$ cat config.mk
export PLATFORM = sky130hd
export DESIGN_NAME = boc_ctrl
export DESIGN_NICKNAME = d
export VERILOG_FILES = /design/src/rtl/boc_pkg.sv /design/src/rtl/boc_ctrl.sv
export SDC_FILE = /design/constraint.sdc
export NUM_CORES = 1
export LEC_CHECK = 0
export ABC_AREA = 1
export BUFFER_PORTS_ARGS = -buffer_cell sky130_fd_sc_hd__buf_2
export CORE_AREA = 2 2 39 41
export CTS_CLUSTER_SIZE = 8
export DETAILED_ROUTE_END_ITERATION = 6
export DIE_AREA = 0 0 41 43
export SYNTH_ARGS = -nofsm -noshare
export SYNTH_HDL_FRONTEND = slang
export SYNTH_SLANG_ARGS = --single-unit
$ cat constraint.sdc
create_clock -name i_clk -period 2.4 [get_ports i_clk]
set_input_delay 0.72 -clock i_clk [delete_from_list [all_inputs] [get_ports i_clk]]
set_output_delay 0.72 -clock i_clk [all_outputs]
set_load 0.005 [all_outputs]
$ cat src/rtl/boc_pkg.sv
// Shared types and constants for the box overlap collision scan.
// Used by the channel interfaces, the controller, the datapath and the top level.
package boc_pkg;

    localparam int MAX_SLOTS = 256;
    localparam int ADDR_W    = $clog2(MAX_SLOTS);
    localparam int CNT_W     = $clog2(MAX_SLOTS + 1);
    localparam int SLOT_W    = 8;
    localparam int EDGE_W    = 16;
    localparam int CFG_W     = 9;

    localparam logic OP_WRITE = 1'b0;
    localparam logic OP_QUERY = 1'b1;

    typedef struct packed {
        logic                     flag;
        logic signed [EDGE_W-1:0] left;
        logic signed [EDGE_W-1:0] right;
        logic signed [EDGE_W-1:0] top;
        logic signed [EDGE_W-1:0] bottom;
    } t_entry;

    // table read address source
    typedef enum logic [1:0] {
        RD_QUERY,
        RD_FIRST,
        RD_NEXT
    } t_rd_sel;

    typedef enum logic [1:0] {
        S_IDLE,
        S_LOAD,
        S_SCAN,
        S_EMIT
    } t_state;

    typedef struct packed {
        logic    in_ready;
        logic    wr_en;
        logic    q_start;
        logic    q_load;
        logic    scan_first;
        logic    scan_step;
        logic    res_hit;
        logic    res_miss;
        logic    out_load;
        t_rd_sel rd_sel;
    } t_cmd;

    typedef struct packed {
        logic in_valid;
        logic in_op;
        logic q_active;
        logic limit_zero;
        logic match;
        logic scan_last;
        logic out_free;
    } t_sts;

    // inclusive overlap test on the left, right, top and bottom edges
    function automatic logic boxes_overlap(input t_entry a, input t_entry b);
        boxes_overlap = (a.right >= b.left) && (a.left <= b.right) &&
                        (a.top <= b.bottom) && (a.bottom >= b.top);
    endfunction

endpackage

$ cat src/rtl/boc_ctrl.sv
// Controller state machine: sequences table writes, query load, scan and emit.
// Depends on boc_pkg for the state, command and status types.
module boc_ctrl (
    input  logic          i_clk,
    input  logic          i_rst_n,
    input  boc_pkg::t_sts i_sts,
    output boc_pkg::t_cmd o_cmd
);
    import boc_pkg::*;

    t_state r_state;
    t_state n_state;

    always_ff @(posedge i_clk) begin
        if (!i_rst_n) begin
            r_state <= S_IDLE;
        end else begin
            r_state <= n_state;
        end
    end

    always_comb begin
        n_state = r_state;
        unique case (r_state)
            S_IDLE: begin
                if (i_sts.in_valid && i_sts.in_op == OP_QUERY) begin
                    n_state = S_LOAD;
                end
            end
            S_LOAD: begin
                if (!i_sts.q_active || i_sts.limit_zero) begin
                    n_state = S_EMIT;
                end else begin
                    n_state = S_SCAN;
                end
            end
            S_SCAN: begin
                if (i_sts.match || i_sts.scan_last) begin
                    n_state = S_EMIT;
                end
            end
            S_EMIT: begin
                if (i_sts.out_free) begin
                    n_state = S_IDLE;
                end
            end
            default: n_state = S_IDLE;
        endcase
    end

    always_comb begin
        o_cmd            = '0;
        o_cmd.rd_sel     = RD_QUERY;
        unique case (r_state)
            S_IDLE: begin
                o_cmd.in_ready = 1'b1;
                if (i_sts.in_valid) begin
                    o_cmd.wr_en   = (i_sts.in_op == OP_WRITE);
                    o_cmd.q_start = (i_sts.in_op == OP_QUERY);
                end
            end
            S_LOAD: begin
                o_cmd.q_load = 1'b1;
                o_cmd.rd_sel = RD_FIRST;
                if (!i_sts.q_active || i_sts.limit_zero) begin
                    o_cmd.res_miss = 1'b1;
                end else begin
                    o_cmd.scan_first = 1'b1;
                end
            end
            S_SCAN: begin
                o_cmd.rd_sel = RD_NEXT;
                priority if (i_sts.match) begin
                    o_cmd.res_hit = 1'b1;
                end else if (i_sts.scan_last) begin
                    o_cmd.res_miss = 1'b1;
                end else begin
                    o_cmd.scan_step = 1'b1;
                end
            end
            S_EMIT: begin
                o_cmd.out_load = i_sts.out_free;
            end
            default: o_cmd.rd_sel = RD_QUERY;
        endcase
    end

endmodule

==> run summary, run 1 <==
outcome: completed
Hold Startpoint: r_state[0]
top post-synthesis cells by area: ha_1, nand2_1, dfxtp_1
clk slew on worst S/H paths: 0.03 ns
CTS-repair resized insts: 0
CP Data Arrival Time: 1.33 ns
count leader, synth: nand2_1
Core Area: 1384 µm²
setup_tns: 0 ns
via/cell ratio: 3.889
Final Max Slew Viols: 0
worst setup path startpoint: r_state[0]
Mapped Nets: 58
P per Cell Area: 905.2 nW/µm²
Sw Share: 0.4357
clk root buf: clkbuf_4
Total Wirelength: 581 µm
distinct cell type count after synthesis: 12
clk_lat worst skew: 0.22 ns
Crit. End Element: output port
nets: 81
area leader, netlist: ha_1
grt ovf: 0
Cell Count, Final, Fillers Out: 81
via count: 315
dpl cells: 78
Commonest cells post-synth: nand2_1, inv_1, ha_1, nor2_1
max reg flops: 2
DR top layer: met3
Critical Path Start Type: flop
worst reg2reg startpoint: r_state[0]
cell area after synthesis: 269.0 µm²
Slew headroom: 0.8583
largest reg by FF count: r_state
Post-synth EDFFs: 0
Static Leak: 0.2654 nW
num ports: 20
dpl hpwl: 506.9 µm
internal power: 0.2039 mW
RSZ-0062 raised after global routing: false
Die Wd: 41 µm
CP max FO: 5
biggest regs: r_state x2
TritonCTS clock tree: built
worst slew pin tran: 0.2122 ns
CTS H-tree lvls: 1
M1 wire length: 247 µm
largest net degree at the start of global routing: 7
fmax: 486.6 MHz
Longest Clk Path Bufs: 2
Psw: 0.1574 mW
setup repair bufs after CTS: 0
Async S/R FF share, synth: 0
share of the synthesized area in the top cell type: 0.2326
number of global-route vias before repair: 290
Worst Skew: 0.00003962 ns
warnings from Yosys: 0
worst hold slack: 0.5276 ns
GRT Total Usage: 0.08216
fin crit period: 2.055 ns
initial core utilization: 0.1944
antenna fix cells: 0
global-route wire length before repair: 1000 µm
critical path type: reg2out
register area share after synthesis: 0.1488
peak supply drop: 0.2931 mV
Synth Area per Inst: 6.114 µm²
met3 routed WL: 36 µm
ratio of cells with drive above 1 in the final layout: 0.3846
Die Ht: 43 µm
Min-Delay Path Class: reg2reg
drt pass-1 iters: 2
total CTS buffers: 3
combinational share of power: 0.615
clk sinks: 2
period utilization: 0.8562
FP Rows: 14
WL met2: 297 µm
Seq cells post-synth: 2
number of port buffers: 19
worst path required time: 1.68 ns
Post-synth top flop: dfxtp_1
DRC errors left: 0
Clock Power Share: 0.200
Max-Cap Viols: 0
die area: 1763 µm²
Synth Instances: 44
Hold Fails Final Rpt: 0
gpl congestion: 0.6657
post-detailed-route count of antenna-violating nets: 0
Routed WL per cell: 7.173 µm
Seq pwr share: 0.186
synthesis-to-finish area growth: 48.37%
final setup vio count: 0
# hold bufs at CTS: 0
initial antenna violation count: 0
DRT iter0 DRCs: 4
## critical path: stages, from the launching register on
cell and delay, ns:
dfxtp_1 0.39, inv_1 0.12, ha_1 0.32, a21boi_0 0.16, buf_2 0.13
## power groups by stage
stage	Sequential [mW]	Clock (mW)	Combinational, mW
3_3_place_gp	0.0671	0	0.221
6_report	0.0671	0.0722	0.222
2_1_floorplan	0.0624	0	0.161
5_1_grt	0.0692	0.0797	0.262
3_5_place_dp	0.0677	0	0.226
4_1_cts	0.0675	0.0772	0.227
## cells in the final DEF, fill, tap and decap left out
master    netlist  routed
nor2_1          4       4
dfxtp_1         2       2
nand2_1        14      14
a21oi_1         2       2
a21boi_0        1       1
ha_1            5       5
inv_2           1       1
inv_1          10      10
nand3b_1        1       1
buf_2           0      19
clkbuf_4        0       3
nand3_1         1       1
nand3_2         2       2
## layout make-up
cell class	count	area (µm²)
Inverter	11	41.29
Sequential cell	2	40.04
Clock buffer	3	22.52
Fill cell	161	984.7
Timing Repair Buffer	19	95.09
Tap cell	16	20.02
Multi-Input combinational cell	30	180.2
## metrics by stage
step / instance area, µm² / power [mW] / util / setup WS, ns
6_report: 399.1 / 0.3613 / 0.2884 / 0.3450
5_1_grt: 399.1 / 0.4105 / 0.2884 / 0.2716
4_1_cts: 399.1 / 0.3719 / 0.2884 / 0.3212
3_5_place_dp: 376.6 / 0.2934 / 0.2722 / 0.4356
3_3_place_gp: 376.6 / 0.2885 / 0.2722 / 0.4459
2_1_floorplan: 269.0 / 0.2239 / - / 0.6215
## path summary, 6_finish.rpt
path	end	slack, ns	cells after the start
min	r_state[0]	0.53	2
min reg2reg	r_state[0]	0.53	2
max reg2reg	r_state[0]	1.15	7
max	o_cmd[3]	0.35	4
## metal layers
layer  vias up  track usage
met5         -            0
met4         0      0.04000
met3         0      0.03141
met2         8       0.1406
met1       136      0.07987
li1        171            -
## kinds of logic (layout without fill, tap and decap cells)
| family | Yosys count | in the layout | share of synthesized area |
|---|---|---|---|
| AOI/OAI and AO/OA | 3 | 3 | 0.06513 |
| adders and majority gates | 5 | 5 | 0.2326 |
| buffers and inverters | 12 | 33 | 0.1814 |
| and+or+nand+nor | 22 | 22 | 0.3721 |
| DFF | 2 | 2 | 0.1488 |
Power figures use the tool's default switching activity.
==> run 2: changes to the inputs <==
- PLACE_DENSITY: unset -> 0.54
==> run summary, run 2 (synthesis results as in run 1) <==
worst slew pin tran: 0.1996 ns (was 0.2122 ns)
FP Rows: 14 (unchanged)
grt met3 use: 0.06283 (was 0.03141)
grt peak-use layer: met2 (unchanged)
ratio of cells with drive above 1 in the final layout: 0.3846 (unchanged)
Die Ht: 43 µm (unchanged)
Max-Cap Viols: 0 (unchanged)
P per Cell Area: 900.6 nW/µm² (was 905.2 nW/µm²)
clk sinks: 2 (unchanged)
Setup WS pre-CTS: 0.4324 ns (was 0.4356 ns)
initial antenna violation count: 0 (unchanged)
Crit. End Element: output port (unchanged)
DRT iter0 DRCs: 6 (was 4)
number of port buffers: 19 (unchanged)
Placement Cell Area: 376.6 µm² (unchanged)
worst setup path startpoint: r_state[0] (unchanged)
Min-Delay Path Class: reg2reg (unchanged)
setup_tns: 0 ns (unchanged)
commonest non-fill, non-tap cells in the layout: buf_2, nand2_1, inv_1 (unchanged)
CTS H-tree lvls: 1 (unchanged)
Crit Reg-Reg Endpoint: r_state[1] (was r_state[0])
outcome: completed (unchanged)
post-detailed-route count of antenna-violating nets: 0 (unchanged)
largest reg by FF count: r_state (unchanged)
dpl hpwl: 498.5 µm (was 506.9 µm)
filler cell count: 168 (was 161)
Core Area: 1384 µm² (unchanged)
Die Wd: 41 µm (unchanged)
die area: 1763 µm² (unchanged)
max reg flops: 2 (unchanged)
Routed WL per cell: 7.111 µm (was 7.173 µm)
drt pass-1 iters: 4 (was 2)
grt ovf: 0 (unchanged)
number of global-route vias before repair: 279 (was 290)
met1 Use GR: 0.08307 (was 0.07987)
CTS-repair resized insts: 0 (unchanged)
CP Data Arrival Time: 1.33 ns (about the same)
Static Leak: 0.2654 nW (unchanged)
fmax: 486.9 MHz (was 486.6 MHz)
GRT Total Usage: 0.08617 (was 0.08216)
num ports: 20 (unchanged)
via/cell ratio: 3.864 (was 3.889)
global-route wire length before repair: 979 µm (was 1000 µm)
worst path required time: 1.68 ns (about the same)
setup repair bufs after CTS: 0 (unchanged)
critical path type: reg2out (unchanged)
Worst Skew: 0.001493 ns (was 0.00003962 ns)
clk slew on worst S/H paths: 0.03 ns (about the same)
Critical Path Start Type: flop (unchanged)
nets: 81 (unchanged)
initial core utilization: 0.1944 (unchanged)
period utilization: 0.8557 (was 0.8562)
FF-to-FF setup slack: 1.17 ns (was 1.15 ns)
RSZ-0062 raised after global routing: false (unchanged)
worst reg2reg startpoint: r_state[0] (unchanged)
largest net degree at the start of global routing: 7 (unchanged)
CP max FO: 5 (unchanged)
final setup vio count: 0 (unchanged)
peak supply drop: 0.2041 mV (was 0.2931 mV)
via count: 313 (was 315)
synthesis-to-finish area growth: 48.37% (unchanged)
GR Layer Usage met2: 0.1219 (was 0.1406)
commonest non-fill, non-tap cell in the layout: buf_2 (unchanged)
Longest Clk Path Bufs: 2 (unchanged)
Slew headroom: 0.8668 (was 0.8583)
Total Wirelength: 576 µm (was 581 µm)
Reg2Reg Depth: 7 (unchanged)
total CTS buffers: 3 (unchanged)
TritonCTS clock tree: built (unchanged)
Hold Fails Final Rpt: 0 (unchanged)
antenna fix cells: 0 (unchanged)
fin crit period: 2.054 ns (was 2.055 ns)
gpl congestion: 0.7498 (was 0.6657)
design area: 399.1 µm² (unchanged)
DRC errors left: 0 (unchanged)
CP endpoint: o_cmd[3] (unchanged)
biggest regs: r_state x2 (unchanged)
PnR worst setup slack: 0.3463 ns (was 0.3450 ns)
Final Max Slew Viols: 0 (unchanged)
clk_lat worst skew: 0.23 ns (was 0.22 ns)
# hold bufs at CTS: 0 (unchanged)
clk root buf: clkbuf_4 (unchanged)
-- run 2: worst max-delay path: stages, from the launching register on --
cell      delay [ns]
dfxtp_1         0.39
inv_1           0.12
ha_1            0.31
a21boi_0        0.16
buf_2           0.13
-- run 2: worst min-delay path by stage --
stage               start         end  slack [ns]  cells past startpoint
4_1_cts        r_state[0]  r_state[0]        0.53                      2
5_1_grt        r_state[0]  r_state[0]        0.56                      2
2_1_floorplan  r_state[0]  r_state[0]        0.49                      2
3_3_place_gp   r_state[0]  r_state[0]        0.53                      2
6_report       r_state[0]  r_state[0]        0.52                      2
3_5_place_dp   r_state[0]  r_state[0]        0.53                      2
-- run 2: report_power, final --
part           switching, mW  leakage, nW  internal (mW)  total, mW
clock network         0.0200       0.0138         0.0552     0.0752
logic                  0.117        0.235          0.101      0.218
registers             0.0191       0.0164         0.0473     0.0664
-- run 2: final cells by class --
class / instances / area [µm²] / share of cell area
timing repair buffer: 19 / 95.09 / 0.2382
sequential: 2 / 40.04 / 0.1003
clock buffer: 3 / 22.52 / 0.05643
tap: 16 / 20.02 / 0.05016
inverter: 11 / 41.29 / 0.1034
multi-input combinational: 30 / 180.2 / 0.4514
-- run 2: metrics by stage --
stage          utilization  hold WS [ns]  std cells  power (mW)
6_report            0.2884        0.5195         81      0.3595
5_1_grt             0.2884        0.5605         81      0.4135
4_1_cts             0.2884        0.5321         81      0.3705
3_5_place_dp        0.2722        0.5264         78      0.2899
3_3_place_gp        0.2722        0.5258         78      0.2899
2_1_floorplan            -        0.4875         44      0.2239
-- run 2: metal layers --
metal	vias up	wire, µm
li1	170	-
met1	133	260
met2	10	274
met3	0	41
met4	0	0
met5	-	0
==> run 3: changes to the inputs <==
- ABC_AREA: 1 -> unset
- PLACE_DENSITY: 0.54 -> 0.53
==> run summary, run 3 <==
FP Rows: 14 (unchanged)
largest delay contributor family on the critical path: simple AND/OR/NAND/NOR gates (was flip-flops)
gpl congestion: 0.5971 (was 0.7498)
setup_tns: 0 ns (unchanged)
RSZ-0062 raised after global routing: false (unchanged)
fmax: 473.1 MHz (was 486.9 MHz)
ratio of cells with drive above 1 in the final layout: 0.4545 (was 0.3846)
FF-to-FF setup slack: 0.87 ns (was 1.17 ns)
Total Wirelength: 561 µm (was 576 µm)
drt pass-1 iters: 4 (unchanged)
Min-Delay Path Class: reg2reg (unchanged)
largest reg by FF count: r_state (unchanged)
Core Area: 1384 µm² (unchanged)
cell area after synthesis: 254.0 µm² (was 269.0 µm²)
clk root buf: clkbuf_4 (unchanged)
Post-synth EDFFs: 0 (unchanged)
Routed WL per cell: 7.901 µm (was 7.111 µm)
initial core utilization: 0.1835 (was 0.1944)
number of global-route vias before repair: 282 (was 279)
Max-Cap Viols: 0 (unchanged)
Cell Chain, Critical Path: buf_2 > nand2b_1 > nand2_1 > o21ai_0 > and2_1 > buf_2 (was inv_1 > ha_1 > a21boi_0 > buf_2)
# hold bufs at CTS: 0 (unchanged)
setup repair bufs after CTS: 0 (unchanged)
distinct cell type count after synthesis: 18 (was 12)
clk_lat worst skew: 0.22 ns (was 0.23 ns)
area leader, netlist: ha_1 (unchanged)
clk sinks: 2 (unchanged)
total CTS buffers: 3 (unchanged)
Slew headroom: 0.8313 (was 0.8668)
antenna fix cells: 0 (unchanged)
dpl cells: 68 (was 78)
via count: 285 (was 313)
Total Power: 0.3468 mW (was 0.3595 mW)
biggest regs: r_state x2 (unchanged)
CTS H-tree lvls: 1 (unchanged)
count leader, synth: nand2_1 (unchanged)
die area: 1763 µm² (unchanged)
Die Ht: 43 µm (unchanged)
clk slew on worst S/H paths: 0.03 ns (about the same)
CP max FO: 3 (was 5)
Final Max Slew Viols: 0 (unchanged)
worst slew pin tran: 0.2525 ns (was 0.1996 ns)
critical path type: in2out (was reg2out)
Commonest cells post-synth: nand2_1, ha_1, inv_1 (was nand2_1, inv_1, ha_1, nor2_1)
outcome: completed (unchanged)
Hold Fails Final Rpt: 0 (unchanged)
warnings from Yosys: 0 (unchanged)
number of port buffers: 19 (unchanged)
DRT iter0 DRCs: 1 (was 6)
max reg flops: 2 (unchanged)
worst reg2reg startpoint: r_state[0] (unchanged)
post-detailed-route count of antenna-violating nets: 0 (unchanged)
slowest CP cell: nand2b_1 (was dfxtp_1)
Cell Count, Final, Fillers Out: 71 (was 81)
CP Data Arrival Time: 1.39 ns (was 1.33 ns)
synthesis-to-finish area growth: 51.23% (was 48.37%)
DRC errors left: 0 (unchanged)
P per Cell Area: 902.7 nW/µm² (was 900.6 nW/µm²)
Mapped Nets: 48 (was 58)
num ports: 20 (unchanged)
Seq cells post-synth: 2 (unchanged)
share of the synthesized area in the top cell type: 0.2463 (was 0.2326)
Synth Instances: 34 (was 44)
Crit. End Element: output port (unchanged)
worst path required time: 1.68 ns (about the same)
top post-synthesis cells by area: ha_1, dfxtp_1, nand2_1 (was ha_1, nand2_1, dfxtp_1)
worst setup path startpoint: i_sts[3] (was r_state[0])
register area share after synthesis: 0.1576 (was 0.1488)
grt ovf: 0 (unchanged)
most used cell, CP: buf_2
peak supply drop: 0.2481 mV (was 0.2041 mV)
Critical Path Start Type: input pin (was flop)
Core Util, Final: 0.2776 (was 0.2884)
Buffers & Inverters on Critical Path: 2 (unchanged)
Reg2Reg Depth: 5 (was 7)
Worst Skew: 0.0003134 ns (was 0.001493 ns)
largest net degree at the start of global routing: 7 (unchanged)
Die Wd: 41 µm (unchanged)
Async S/R FF share, synth: 0 (unchanged)
GRT Total Usage: 0.08417 (was 0.08617)
Longest Clk Path Bufs: 2 (unchanged)
global-route wire length before repair: 972 µm (was 979 µm)
dpl hpwl: 475.4 µm (was 498.5 µm)
final setup vio count: 0 (unchanged)
commonest non-fill, non-tap cells in the layout: buf_2, nand2_1, inv_1, ha_1, clkbuf_4 (was buf_2, nand2_1, inv_1)
Synth Area per Inst: 7.470 µm² (was 6.114 µm²)
nets: 71 (was 81)
Static Leak: 0.2189 nW (was 0.2654 nW)
via/cell ratio: 4.014 (was 3.864)
TritonCTS clock tree: built (unchanged)
period utilization: 0.8807 (was 0.8557)
Post-synth top flop: dfxtp_1 (unchanged)
max incr delay on CP: 0.18 ns (was 0.39 ns)
fin crit period: 2.114 ns (was 2.054 ns)
initial antenna violation count: 0 (unchanged)
commonest non-fill, non-tap cell in the layout: buf_2 (unchanged)
CP endpoint: o_cmd[3] (unchanged)
Crit Reg-Reg Endpoint: r_state[0] (was r_state[1])
CTS-repair resized insts: 0 (unchanged)
CP Depth: 6 (was 4)
run 3: cell types whose count changed after synthesis, moves of 2 or more:
| cell | delta |
|---|---|
| and2_1 | +2 |
| inv_1 | -5 |
| nand2_1 | -8 |
| nand3_2 | -2 |
| nor2_1 | -2 |
run 3: per-layer routing:
metal  part of all wire  track usage  vias to the layer above
met5                  0            0                        -
met4                  0      0.06000                        0
met3               0.12      0.04712                        0
met2               0.40       0.1125                       16
met1               0.48      0.09585                      116
li1                   -            -                      153
run 3: worst min-delay path by stage:
| stage | from | end | slack [ns] | cells past startpoint |
|---|---|---|---|---|
| after floorplan | r_state[0] | r_state[0] | 0.49 | 2 |
| after global placement | r_state[1] | r_state[1] | 0.53 | 2 |
| after detailed placement | r_state[1] | r_state[1] | 0.53 | 2 |
| after CTS | r_state[1] | r_state[1] | 0.53 | 2 |
| after global routing | r_state[0] | r_state[0] | 0.56 | 2 |
| final | r_state[1] | r_state[1] | 0.53 | 2 |
run 3: tightest hold or removal path, stage by stage, from the launching register on:
cell,delay [ns]
dfxtp_1,0.34
nand3_1,0.08
o21ai_1,0.06
run 3: per-stage QoR:
stage | area (µm²) | hold WS (ns) | setup WS, ns
final | 384.1 | 0.5304 | 0.2863
after global routing | 384.1 | 0.5618 | 0.1797
after CTS | 384.1 | 0.5332 | 0.2681
after detailed placement | 361.6 | 0.5294 | 0.2656
after global placement | 361.6 | 0.5253 | 0.2804
after floorplan | 254.0 | 0.4896 | 0.5194
run 3: power breakdown:
part,internal [mW],switching [mW],leakage [nW]
registers,0.0474,0.0178,0.0165
clock network,0.0549,0.0157,0.0138
logic,0.102,0.109,0.189
total,0.205,0.142,0.219
run 3: layout make-up:
type                       count  area, µm²
fill                         157      999.7
multi-input combinational     26      187.7
timing repair buffer          19      95.09
sequential                     2      40.04
clock buffer                   3      22.52
tap                           16      20.02
inverter                       5      18.77
run 3: logic make-up after synthesis:
kind of cell	share of synthesized area
simple gates	0.2956
compound gates	0.1970
buf+inv	0.1035
fa+ha+maj	0.2463
flops	0.1576
